## src/rtl/fixed_block_allocator_core_macros.svh

```systemverilog
// assertion helpers used by the allocator core rtl
`ifndef FIXED_BLOCK_ALLOCATOR_CORE_MACROS_SVH
`define FIXED_BLOCK_ALLOCATOR_CORE_MACROS_SVH

// clocked check, muted while reset is asserted
`define FBA_CHECK(lbl, prop, msg) \
	lbl: assert property (@(posedge clk) disable iff (!arst_n) prop) else $error(msg);

// clocked check, also active during reset
`define FBA_CHECK_ALWAYS(lbl, prop, msg) \
	lbl: assert property (@(posedge clk) prop) else $error(msg);

`endif

```

## src/rtl/fba_pkg.sv

```systemverilog
package fba_pkg;

	// command codes carried in the input tuser
	localparam logic CMD_ALLOC = 1'b0;
	localparam logic CMD_FREE  = 1'b1;

	// reset value of the block size register
	localparam logic [4:0] WPB_RESET = 5'd8;

	// start word of the first block
	localparam int FIRST_START = 2;

	// sequencer states
	typedef enum logic [2:0] {
		S_IDLE,
		S_CHECK,
		S_PROBE,
		S_EVAL,
		S_FREE,
		S_DONE
	} fba_state_t;

	// compare results of the shared address unit
	typedef struct packed {
		logic sum_gt_store;
		logic op_ge_top;
		logic op_eq_top;
		logic sum_eq_top;
	} fba_flags_t;

endpackage

```

## src/rtl/fixed_block_allocator_core.sv

```systemverilog
// fixed-size block allocator, one command at a time through a small sequencer
// allocate: check, which may refuse, then probe, which takes the top block; a hole below top
//   is read in probe and reused in eval, each occupied block before it adding a probe and eval
// free: the free state; then done holds the result; the input is ready only in idle, and a result
//   held by m_tready low keeps the sequencer waiting and the input not ready
// arst_n clears the sequencer, output valid, top index (2) and block size (8); marks not cleared
module fixed_block_allocator_core #(
	parameter int STORE_WORDS = 32
) (
	input  logic        clk,
	input  logic        arst_n,
	// configuration: words_per_block
	input  logic        cfg_valid,
	output logic        cfg_ready,
	input  logic [4:0]  cfg_data,
	// command stream
	input  logic        s_tvalid,
	output logic        s_tready,
	input  logic [15:0] s_tdata,  // [7:0] request_words, [12:8] free_address, rest zero
	input  logic [0:0]  s_tuser,  // [0] cmd
	// result stream
	output logic        m_tvalid,
	input  logic        m_tready,
	output logic [7:0]  m_tdata,  // [4:0] block_address, rest zero
	output logic [0:0]  m_tuser   // [0] granted
);

	`include "fixed_block_allocator_core_macros.svh"

	localparam int TW = $clog2(STORE_WORDS + 32);
	localparam int AW = $clog2(STORE_WORDS);

	fba_pkg::fba_state_t state_q, state_n;

	logic [TW-1:0] top_q;
	logic [4:0]    wpb_q;
	logic [TW-1:0] cur_q;
	logic [7:0]    req_q;
	logic [4:0]    addr_q;
	logic          res_granted_q;
	logic [4:0]    res_addr_q;
	logic          out_valid_q;
	logic          out_granted_q;
	logic [4:0]    out_addr_q;

	logic [TW-1:0]        operand;
	logic [TW-1:0]        sum;
	fba_pkg::fba_flags_t  flags;
	logic [TW-1:0]        cur_idx;
	logic [TW-1:0]        free_idx;

	logic          mem_we;
	logic [AW-1:0] mem_waddr;
	logic          mem_wdata;
	logic          mem_re;
	logic [AW-1:0] mem_raddr;
	logic          mem_rdata;

	logic          top_load;
	logic [TW-1:0] top_n;
	logic          cur_step;
	logic          res_load;
	logic          res_g;
	logic [4:0]    res_a;
	logic          out_load;
	logic          in_fire;

	// handshakes
	assign cfg_ready = 1'b1;
	assign s_tready  = state_q == fba_pkg::S_IDLE;
	assign in_fire   = s_tvalid && s_tready;
	assign m_tvalid  = out_valid_q;
	assign m_tdata   = {3'b000, out_addr_q};
	assign m_tuser   = out_granted_q;

	// header word index of the scan candidate and of the block being freed
	assign cur_idx  = cur_q - TW'(1);
	assign free_idx = TW'(addr_q) - TW'(1);

	// operand select for the shared unit
	always_comb begin
		unique case (state_q)
			fba_pkg::S_CHECK: operand = top_q;
			fba_pkg::S_FREE:  operand = TW'(addr_q);
			default:          operand = cur_q;
		endcase
	end

	fba_addr_unit #(
		.TW          (TW),
		.STORE_WORDS (STORE_WORDS)
	) u_addr (
		.operand (operand),
		.wpb     (wpb_q),
		.top     (top_q),
		.sum     (sum),
		.flags   (flags)
	);

	fba_mark_ram #(
		.DEPTH (STORE_WORDS)
	) u_marks (
		.clk   (clk),
		.we    (mem_we),
		.waddr (mem_waddr),
		.wdata (mem_wdata),
		.re    (mem_re),
		.raddr (mem_raddr),
		.rdata (mem_rdata)
	);

	// sequencer next state and controls
	always_comb begin
		state_n   = state_q;
		mem_we    = 1'b0;
		mem_waddr = cur_idx[AW-1:0];
		mem_wdata = 1'b1;
		mem_re    = 1'b0;
		mem_raddr = cur_idx[AW-1:0];
		top_load  = 1'b0;
		top_n     = sum;
		cur_step  = 1'b0;
		res_load  = 1'b0;
		res_g     = 1'b1;
		res_a     = cur_q[4:0];
		out_load  = 1'b0;
		unique case (state_q)
			fba_pkg::S_IDLE: begin
				if (in_fire) begin
					state_n = (s_tuser[0] == fba_pkg::CMD_FREE) ? fba_pkg::S_FREE
					                                             : fba_pkg::S_CHECK;
				end
			end
			fba_pkg::S_CHECK: begin
				if (wpb_q == 5'd0 || flags.sum_gt_store || req_q > {3'b000, wpb_q}) begin
					res_load = 1'b1;
					res_g    = 1'b0;
					res_a    = 5'd0;
					state_n  = fba_pkg::S_DONE;
				end else begin
					state_n = fba_pkg::S_PROBE;
				end
			end
			fba_pkg::S_PROBE: begin
				if (flags.op_ge_top) begin
					// nothing free below top, take the block at the candidate
					mem_we   = 1'b1;
					top_load = flags.op_eq_top;
					res_load = 1'b1;
					state_n  = fba_pkg::S_DONE;
				end else begin
					mem_re  = 1'b1;
					state_n = fba_pkg::S_EVAL;
				end
			end
			fba_pkg::S_EVAL: begin
				if (!mem_rdata) begin
					mem_we   = 1'b1;
					res_load = 1'b1;
					state_n  = fba_pkg::S_DONE;
				end else begin
					cur_step = 1'b1;
					state_n  = fba_pkg::S_PROBE;
				end
			end
			fba_pkg::S_FREE: begin
				mem_we    = addr_q != 5'd0 && free_idx < TW'(STORE_WORDS);
				mem_waddr = free_idx[AW-1:0];
				mem_wdata = 1'b0;
				top_load  = flags.sum_eq_top && addr_q >= 5'd2;
				top_n     = TW'(addr_q);
				res_load  = 1'b1;
				res_a     = addr_q;
				state_n   = fba_pkg::S_DONE;
			end
			fba_pkg::S_DONE: begin
				if (!out_valid_q || m_tready) begin
					out_load = 1'b1;
					state_n  = fba_pkg::S_IDLE;
				end
			end
			default: begin
				state_n = fba_pkg::S_IDLE;
			end
		endcase
	end

	// state register
	always_ff @(posedge clk or negedge arst_n) begin
		if (!arst_n) begin
			state_q <= fba_pkg::S_IDLE;
		end else begin
			state_q <= state_n;
		end
	end

	// top index and block size
	always_ff @(posedge clk or negedge arst_n) begin
		if (!arst_n) begin
			top_q <= TW'(fba_pkg::FIRST_START);
			wpb_q <= fba_pkg::WPB_RESET;
		end else begin
			if (top_load) begin
				top_q <= top_n;
			end
			if (cfg_valid && cfg_ready) begin
				wpb_q <= cfg_data;
			end
		end
	end

	// command capture and scan pointer
	always_ff @(posedge clk) begin
		if (in_fire) begin
			req_q  <= s_tdata[7:0];
			addr_q <= s_tdata[12:8];
			cur_q  <= TW'(fba_pkg::FIRST_START);
		end else if (cur_step) begin
			cur_q <= sum;
		end
		if (res_load) begin
			res_granted_q <= res_g;
			res_addr_q    <= res_a;
		end
	end

	// output register
	always_ff @(posedge clk or negedge arst_n) begin
		if (!arst_n) begin
			out_valid_q <= 1'b0;
		end else if (out_load) begin
			out_valid_q <= 1'b1;
		end else if (m_tready) begin
			out_valid_q <= 1'b0;
		end
	end

	always_ff @(posedge clk) begin
		if (out_load) begin
			out_granted_q <= res_granted_q;
			out_addr_q    <= res_addr_q;
		end
	end

	// checks
	`FBA_CHECK(a_top_floor, top_q >= TW'(fba_pkg::FIRST_START), "top index below first block")
	`FBA_CHECK(a_refused_zero, m_tvalid && !m_tuser[0] |-> m_tdata == 8'd0, "refusal with address")
	`FBA_CHECK(a_top_moves, !$stable(top_q) |-> $past(top_load), "top index moved without a load")

endmodule

```

## src/rtl/fba_mark_ram.sv

```systemverilog
module fba_mark_ram #(
	parameter int DEPTH = 32
) (
	input  logic                     clk,
	input  logic                     we,
	input  logic [$clog2(DEPTH)-1:0] waddr,
	input  logic                     wdata,
	input  logic                     re,
	input  logic [$clog2(DEPTH)-1:0] raddr,
	output logic                     rdata
);

	logic mem_q [DEPTH];

	// write port
	always_ff @(posedge clk) begin
		if (we) begin
			mem_q[waddr] <= wdata;
		end
	end

	// registered read port
	always_ff @(posedge clk) begin
		if (re) begin
			rdata <= mem_q[raddr];
		end
	end

endmodule

```

## src/rtl/fba_addr_unit.sv

```systemverilog
module fba_addr_unit #(
	parameter int TW          = 6,
	parameter int STORE_WORDS = 32
) (
	input  logic [TW-1:0]          operand,
	input  logic [4:0]             wpb,
	input  logic [TW-1:0]          top,
	output logic [TW-1:0]          sum,
	output fba_pkg::fba_flags_t    flags
);

	// one adder shared by the limit check, the scan step and the top drop
	assign sum = operand + TW'(wpb);

	// compares against the store size and the top index
	always_comb begin
		flags.sum_gt_store = sum > TW'(STORE_WORDS);
		flags.op_ge_top    = operand >= top;
		flags.op_eq_top    = operand == top;
		flags.sum_eq_top   = sum == top;
	end

endmodule

```

## config.mk

```make
export PLATFORM = sky130hd
export DESIGN_NAME = fixed_block_allocator_core
export DESIGN_NICKNAME = d
export VERILOG_FILES = /design/src/rtl/fba_pkg.sv /design/src/rtl/fixed_block_allocator_core.sv /design/src/rtl/fba_mark_ram.sv /design/src/rtl/fba_addr_unit.sv
export VERILOG_INCLUDE_DIRS = /design/src /design/src/rtl
export SDC_FILE = /design/constraint.sdc
export NUM_CORES = 1
export LEC_CHECK = 0
export BUFFER_PORTS_ARGS = -buffer_cell sky130_fd_sc_hd__buf_2
export CAP_MARGIN = 20
export CORE_MARGIN = 2
export CORE_UTILIZATION = 35
export CTS_CLUSTER_SIZE = 24
export DETAILED_ROUTE_END_ITERATION = 16
export GPL_TIMING_DRIVEN = 0
export SYNTH_ARGS = -nofsm -noshare
export SYNTH_HDL_FRONTEND = slang
export SYNTH_SLANG_ARGS = --single-unit
```

## constraint.sdc

```tcl
create_clock -name clk -period 5.5 [get_ports clk]
set_input_delay 1.1 -clock clk [delete_from_list [all_inputs] [get_ports clk]]
set_output_delay 1.1 -clock clk [all_outputs]
set_load 0.01 [all_outputs]
```

Yosys cells after proc, flatten, opt, wreduce, memory -nomap -nowiden
Memories as Yosys holds them, arrays and structs flattened. A register that Yosys moved wholly into a read port is not among the register bits.
Index checks and enable logic that the tools add are counted.
Operators by class
  add/sub/neg operators: 3
  $mul: 0
  divide/modulo/power cells: 0
  order comparisons: 5
  equal/unequal tests: 9
  shift operators: 0
  multiplexer cells: 31
  bitwise operators: 0
  reduce and logical (&&, ||, !) cells: 12
Operators by type and width (number)
  $mux 3: 6
  $pmux 3 s6: 1
  $mux 1: 16
  $eq 6x6->1: 2
  $pmux 6 s2: 1
  $mux 5: 2
  $pmux 5 s2: 1
  $gt 8x5->1: 1
  $add 6x5->6: 1
  $eq 3x2->1 const B: 2
  $eq 3x3->1 const B: 2
  $ge 6x6->1: 1
  $gt 6x6->1 const B: 1
  $lt 6x6->1 const B: 1
  $mux 6: 1
  $sub 5x1->6 const B: 1
  $ge 5x2->1 const B: 1
  $logic_not 5->1: 1
  $reduce_bool 5->1: 1
  $sub 5x1->5 const B: 1
  $pmux 1 s4: 1
  $eq 3x1->1 const B: 1
  $logic_and 1x1->1: 3
  $logic_not 3->1: 1
  8 further kinds: 10
Word-level totals
  bits in registers: 46
  bits in latches: 0
  bits in writable memories: 32
  memory bits (read-only): 0
  input port bits: 27
  word-level logic and storage cells: 72
  memories: 1
Memories
  u_marks.mem_q: words 32, width 1, rd ports 1, clocked after memory_dff 1, write ports 1, RTL line fba_mark_ram.sv:13  | logic mem_q [DEPTH];

Longest topological paths before layout
  depth in word-level cells: 8
  mapped depth: 16
  mapped depth without buffers: 14

Cells and area by module
From an unflattened synthesis, not the netlist that was laid out.
Unflattened totals
  cells, all modules: 394
  area, all modules: 4316.6 um2
By module, submodules not included
  fixed_block_allocator_core: instances 1, cells each 214, area each 2334.7 um2, seq. area each 1248.7 um2
  fba_mark_ram: instances 1, cells each 120, area each 1527.7 um2, seq. area each 991.0 um2
  fba_addr_unit: instances 1, cells each 60, area each 454.2 um2, seq. area each 0.0 um2

Least setup slack after synthesis
No wires, ideal clock.
  kind: register -> register
  start point: register state_q[2]
  end point: register res_addr_q[0], enable pin
  setup time: 0.328 ns
  data arrival time: 3.960 ns
  required time: 5.172 ns
  slack: 1.212 ns
  stages on the path, launching flop included: 17
  path buffers: 3
  period minus slack after synthesis: 4.288 ns
  cell sequence: dfrtp_1 -> buf_4 -> inv_4 -> nor3_4 -> inv_4 -> clkbuf_1 -> clkbuf_1 -> o22ai_1 -> a21oi_1 -> ha_1 -> a211o_1 -> a211oi_1 -> o21a_1 -> o32ai_1 -> a31oi_1 -> inv_2 -> nand3_1
Between the ends
  cells in the longest elaborated chain, start to end: 8
RTL lines
  start, declared: RTL line fixed_block_allocator_core.sv:33  | fba_pkg::fba_state_t state_q, state_n;
  start signal, assigned: RTL line fixed_block_allocator_core.sv:191  | state_q <= fba_pkg::S_IDLE;
  start signal, assigned: RTL line fixed_block_allocator_core.sv:193  | state_q <= state_n;
  $eq 3x3->1 / $eq 3x1->1 (equally long branches): RTL line fixed_block_allocator_core.sv:82, fixed_block_allocator_core.sv:127
  $pmux 6 s2: RTL line fixed_block_allocator_core.sv:82  | unique case (state_q)
  $add 6x5->6: RTL line fba_addr_unit.sv:13  | assign sum = operand + TW'(wpb);
  $gt 6x6->1: RTL line fba_addr_unit.sv:17  | flags.sum_gt_store = sum > TW'(STORE_WORDS);
  $logic_or 1x1->1 (2 in a row): RTL line fixed_block_allocator_core.sv:135  | if (wpb_q == 5'd0 || flags.sum_gt_store || req_q > {3'b000, wpb_q}) begin
  $mux 1: RTL line fixed_block_allocator_core.sv:135
  $pmux 1 s4 *: RTL line fixed_block_allocator_core.sv:127  | unique case (state_q)
  named net res_load: RTL line fixed_block_allocator_core.sv:62  | logic res_load;
  end signal, assigned: RTL line fixed_block_allocator_core.sv:223  | res_addr_q <= res_a;
  end, declared: RTL line fixed_block_allocator_core.sv:41  | logic [4:0] res_addr_q;
The timed path passes the listed nets; every way through them passes the cells marked *.
A chain may end at the register's enable or synchronous reset.

Final worst setup path
  start point: register state_q[2]
  end point: register res_addr_q[3], enable pin
The elaborated chain is that of the path after synthesis.

==> results.cfg <==
[global_route]
first_global_vias = 3119
grt_start_max_net_pins = 42
grt_use_total_pct = 15.7
antenna_found_initial = 0
wire_length_of_the_first_global_routing_pass_um = 16200
grt_overflow = 0

[route]
firstDrtPassIters = 4
wl_um = 9840
drtAntennaViolNets = 0
post_drt_via_cell_ratio = 5.16
num_vias = 3133
drt-initial-drc-count = 221
drt-wirelength-per-cell_um = 16.2
post-route-drc-count = 0

[synthesis]
yosys_warnings = 0
avgSynthCellArea_sq_um = 11.5
postSynthCellCount = 387
synth_async_sr_flop_share_pct = 19.0
netlist-cell-type-count = 59
synth_area_sq_um = 4450
dominant_register_cell_in_the_synthesized_netlist = sky130_fd_sc_hd__edfxtp_1
synth.most_common_cell = sky130_fd_sc_hd__edfxtp_1
yosys_register_bits = 79
netlist.top_cell.by_area = sky130_fd_sc_hd__edfxtp_1
synth.top_cells.by_count = sky130_fd_sc_hd__edfxtp_1, sky130_fd_sc_hd__nand2_1, sky130_fd_sc_hd__a211oi_1
synth_enable_flop_cells = 58
synth_largest_type_area_fraction_pct = 39.1
top_cells_by_area_in_the_synthesized_netlist = sky130_fd_sc_hd__edfxtp_1, sky130_fd_sc_hd__dfrtp_1, sky130_fd_sc_hd__a211oi_1
ys_seq_area_share_pct = 50.3

[layout]
fillCellCount = 1206
antenna_cells_inserted = 0
nNetsFinal = 477
share_of_final_layout_standard_cells_stronger_than_drive_strength_1_pct = 20.0
sequential_cell_area_sq_um = 2240
final_cell_count_no_fill = 607
relative_area_change_from_synthesis_to_final_layout_pct = 15.3
final_cell_area_sq_um = 5130
multiInputGateArea_sq_um = 2000

[setup_path]
arrival_ns = 5.10
rrSetupSlack_ns = 0.40
critPathRequiredTime_ns = 5.50
criticalPathCategory = reg2reg
crit_path_start_kind = flip-flop
worst_setup_path_end_kind = flip-flop
worst_r2r_dst = res_addr_q[3]$_DFFE_PP_
path_max_fanout = 41
reg2regPathDepth = 16
r2r_start = state_q[2]$_DFFE_PN0P_

[pwr]
peakVddDrop_mv = 0.243
pwr_density_cell_nw_per_um2 = 588
power_leakage_nw = 1.87

[floorplanning]
core-area_sq_um = 12500
floorplan.die.height_um = 117
start_util_pct = 35.6
dieWidth_um = 117
io_pins = 39
fp.dieArea_sq_um = 13600
placementRows = 41

[timing]
setup_viol = 0
worst_hold_slack_ns = 0.421
min_period_ns = 5.10
rsz_0062_raised_after_global_routing = false
finalWorstSetupSlack_ns = 0.400
final.setup_skew_ns = 0.00976
slew_viol_final = 0
max_freq_mhz = 196
finalHoldViolCount = 0
fin_crit_sh_pct = 92.7
slew_headroom_pct = 30.0
transition_at_the_pin_with_the_smallest_max_transition_slack_ns = 1.05

[place]
routability_driven_placement_congestion_ratio = 0.883
postPlaceCellArea_sq_um = 4830
port_buffers = 30
preCtsSetupSlack_ns = 0.482
dp_hpwl_um = 7260
dpl.cell_count = 591

[clocking]
cts_htree_levels = 3
post_cts.resized_instances = 0
worst_skew_pair.late_latency_ns = 0.34
cts.hold.buffers_added = 0
clock-sinks = 79
numCtsBuffers = 9
ctsLongestPathBuffers = 2
cts.root.buffer_cell = sky130_fd_sc_hd__clkbuf_16
cts_tree = yes
postCtsSetupBuffers = 0
clk_pin_slew_ns = 0.06

[min_path]
hp-class = reg2reg
holdPathStages = 0
hold_end = out_addr_q[2]$_DFFE_PP_
timing.hold.worst.start = res_addr_q[2]$_DFFE_PP_

[status]
outcome = finished, final reports clean

[flow_run]
max-cap-violations = 0
-- logic make-up after synthesis --
logic type | count (synthesis) | share of synthesized area [%]
AND/OR/NAND/NOR | 94 | 9.75
multiplexers | 23 | 8.52
XOR/XNOR | 14 | 3.37
adder cells (fa/ha/maj) | 20 | 5.79
AO/OA/AOI/OAI | 108 | 17.1
flip-flops | 79 | 50.3
other | 2 | 0.169
buffers and inverters | 47 | 4.97
-- critical path, stage by stage (launching register included) --
cell and delay [ns]:
sky130_fd_sc_hd__dfrtp_1 0.37, sky130_fd_sc_hd__buf_4 0.17, sky130_fd_sc_hd__inv_4 0.11, sky130_fd_sc_hd__nor3_4 0.08, sky130_fd_sc_hd__inv_4 0.10, sky130_fd_sc_hd__clkbuf_1 0.36, sky130_fd_sc_hd__clkbuf_2 0.69, sky130_fd_sc_hd__o22ai_1 0.21
sky130_fd_sc_hd__a21oi_1 0.35, sky130_fd_sc_hd__ha_1 0.32, sky130_fd_sc_hd__nor2b_1 0.13, sky130_fd_sc_hd__o21a_1 0.16, sky130_fd_sc_hd__o21ai_0 0.20, sky130_fd_sc_hd__a21oi_1 0.13, sky130_fd_sc_hd__o2111ai_1 0.58, sky130_fd_sc_hd__clkbuf_1 0.47
sky130_fd_sc_hd__nand3_1 0.32
-- final cells by class --
| class | instances | area share (%) |
|---|---|---|
| flip-flops and latches | 79 | 43.6 |
| multi-input cells | 263 | 38.9 |
| clock buffers | 11 | 4.95 |
| well taps | 172 | 4.19 |
| repair buffers | 30 | 2.92 |
| plain buffers | 25 | 2.63 |
| inverters | 22 | 1.71 |
| clock inverters | 5 | 1.07 |
-- flip-flops by register name (all words and copies together) (netlist names) --
signal	count
wpb_q	5
res_addr_q	5
u_marks.mem_q	32
state_q	3
top_q	6
u_marks.rdata	1
m_tuser	1
out_addr_q	5
res_granted_q	1
cur_q	6
m_tvalid	1
req_q	8
addr_q	5
-- report_power, final --
part	switching [mW]	total (mW)	internal (mW)
Combinational	0.959	1.53	0.568
Clock	0.237	0.614	0.377
Sequential	0.0532	0.878	0.824
-- per-stage QoR --
stage	util (%)	setup TNS, ns	total power, mW
2_1_floorplan	-	0	2.02
3_5_place_dp	38.6	0	2.40
5_1_grt	41.0	0	3.22
4_1_cts	41.0	0	3.03
6_report	41.0	0	3.02
3_3_place_gp	38.5	-0.254	2.37
-- metal layers --
metal  routed length, um  GRT usage (%)
met2                4620           25.4
met3                 486           2.94
met1                4570           21.1
met5                   0              0
met4                 163           6.04
-- placed cells by master (no fill, tap or decap), types with 3 or more instances in the layout --
| cell type | instances |
|---|---|
| sky130_fd_sc_hd__buf_2 | 32 |
| sky130_fd_sc_hd__xor2_1 | 6 |
| sky130_fd_sc_hd__inv_1 | 19 |
| sky130_fd_sc_hd__o22ai_1 | 10 |
| sky130_fd_sc_hd__mux2_2 | 3 |
| sky130_fd_sc_hd__dfxtp_1 | 6 |
| sky130_fd_sc_hd__o21ai_0 | 18 |
| sky130_fd_sc_hd__nand2_1 | 43 |
| sky130_fd_sc_hd__edfxtp_1 | 58 |
| sky130_fd_sc_hd__xnor2_1 | 6 |
| sky130_fd_sc_hd__nand3_1 | 5 |
| sky130_fd_sc_hd__nor2b_1 | 4 |
| sky130_fd_sc_hd__clkbuf_16 | 10 |
| sky130_fd_sc_hd__mux4_2 | 10 |
| sky130_fd_sc_hd__clkbuf_1 | 15 |
| sky130_fd_sc_hd__conb_1 | 4 |
| sky130_fd_sc_hd__ha_1 | 19 |
| sky130_fd_sc_hd__o21a_1 | 5 |
| sky130_fd_sc_hd__mux2_4 | 4 |
| sky130_fd_sc_hd__mux2i_1 | 6 |
| sky130_fd_sc_hd__buf_4 | 6 |
| sky130_fd_sc_hd__dfrtp_1 | 13 |
| sky130_fd_sc_hd__nor3_1 | 7 |
| sky130_fd_sc_hd__nor2_1 | 20 |
| sky130_fd_sc_hd__a211oi_1 | 36 |
| sky130_fd_sc_hd__a21oi_1 | 19 |
-- worst max path at each step --
stage | from | to | slack, ns | cells after the start
after floorplan | state_q[2]$_DFFE_PN0P_ | res_addr_q[0]$_DFFE_PP_ | 1.21 | 16
after global placement | state_q[2]$_DFFE_PN0P_ | res_addr_q[0]$_DFFE_PP_ | -0.04 | 16
after detailed placement | state_q[2]$_DFFE_PN0P_ | res_addr_q[1]$_DFFE_PP_ | 0.48 | 16
after CTS | state_q[2]$_DFFE_PN0P_ | res_granted_q$_SDFFCE_PP1P_ | 0.44 | 16
after global routing | state_q[2]$_DFFE_PN0P_ | res_granted_q$_SDFFCE_PP1P_ | 0.07 | 16
final | state_q[2]$_DFFE_PN0P_ | res_addr_q[3]$_DFFE_PP_ | 0.40 | 16
No activity file was read; power rests on OpenSTA's default activity.
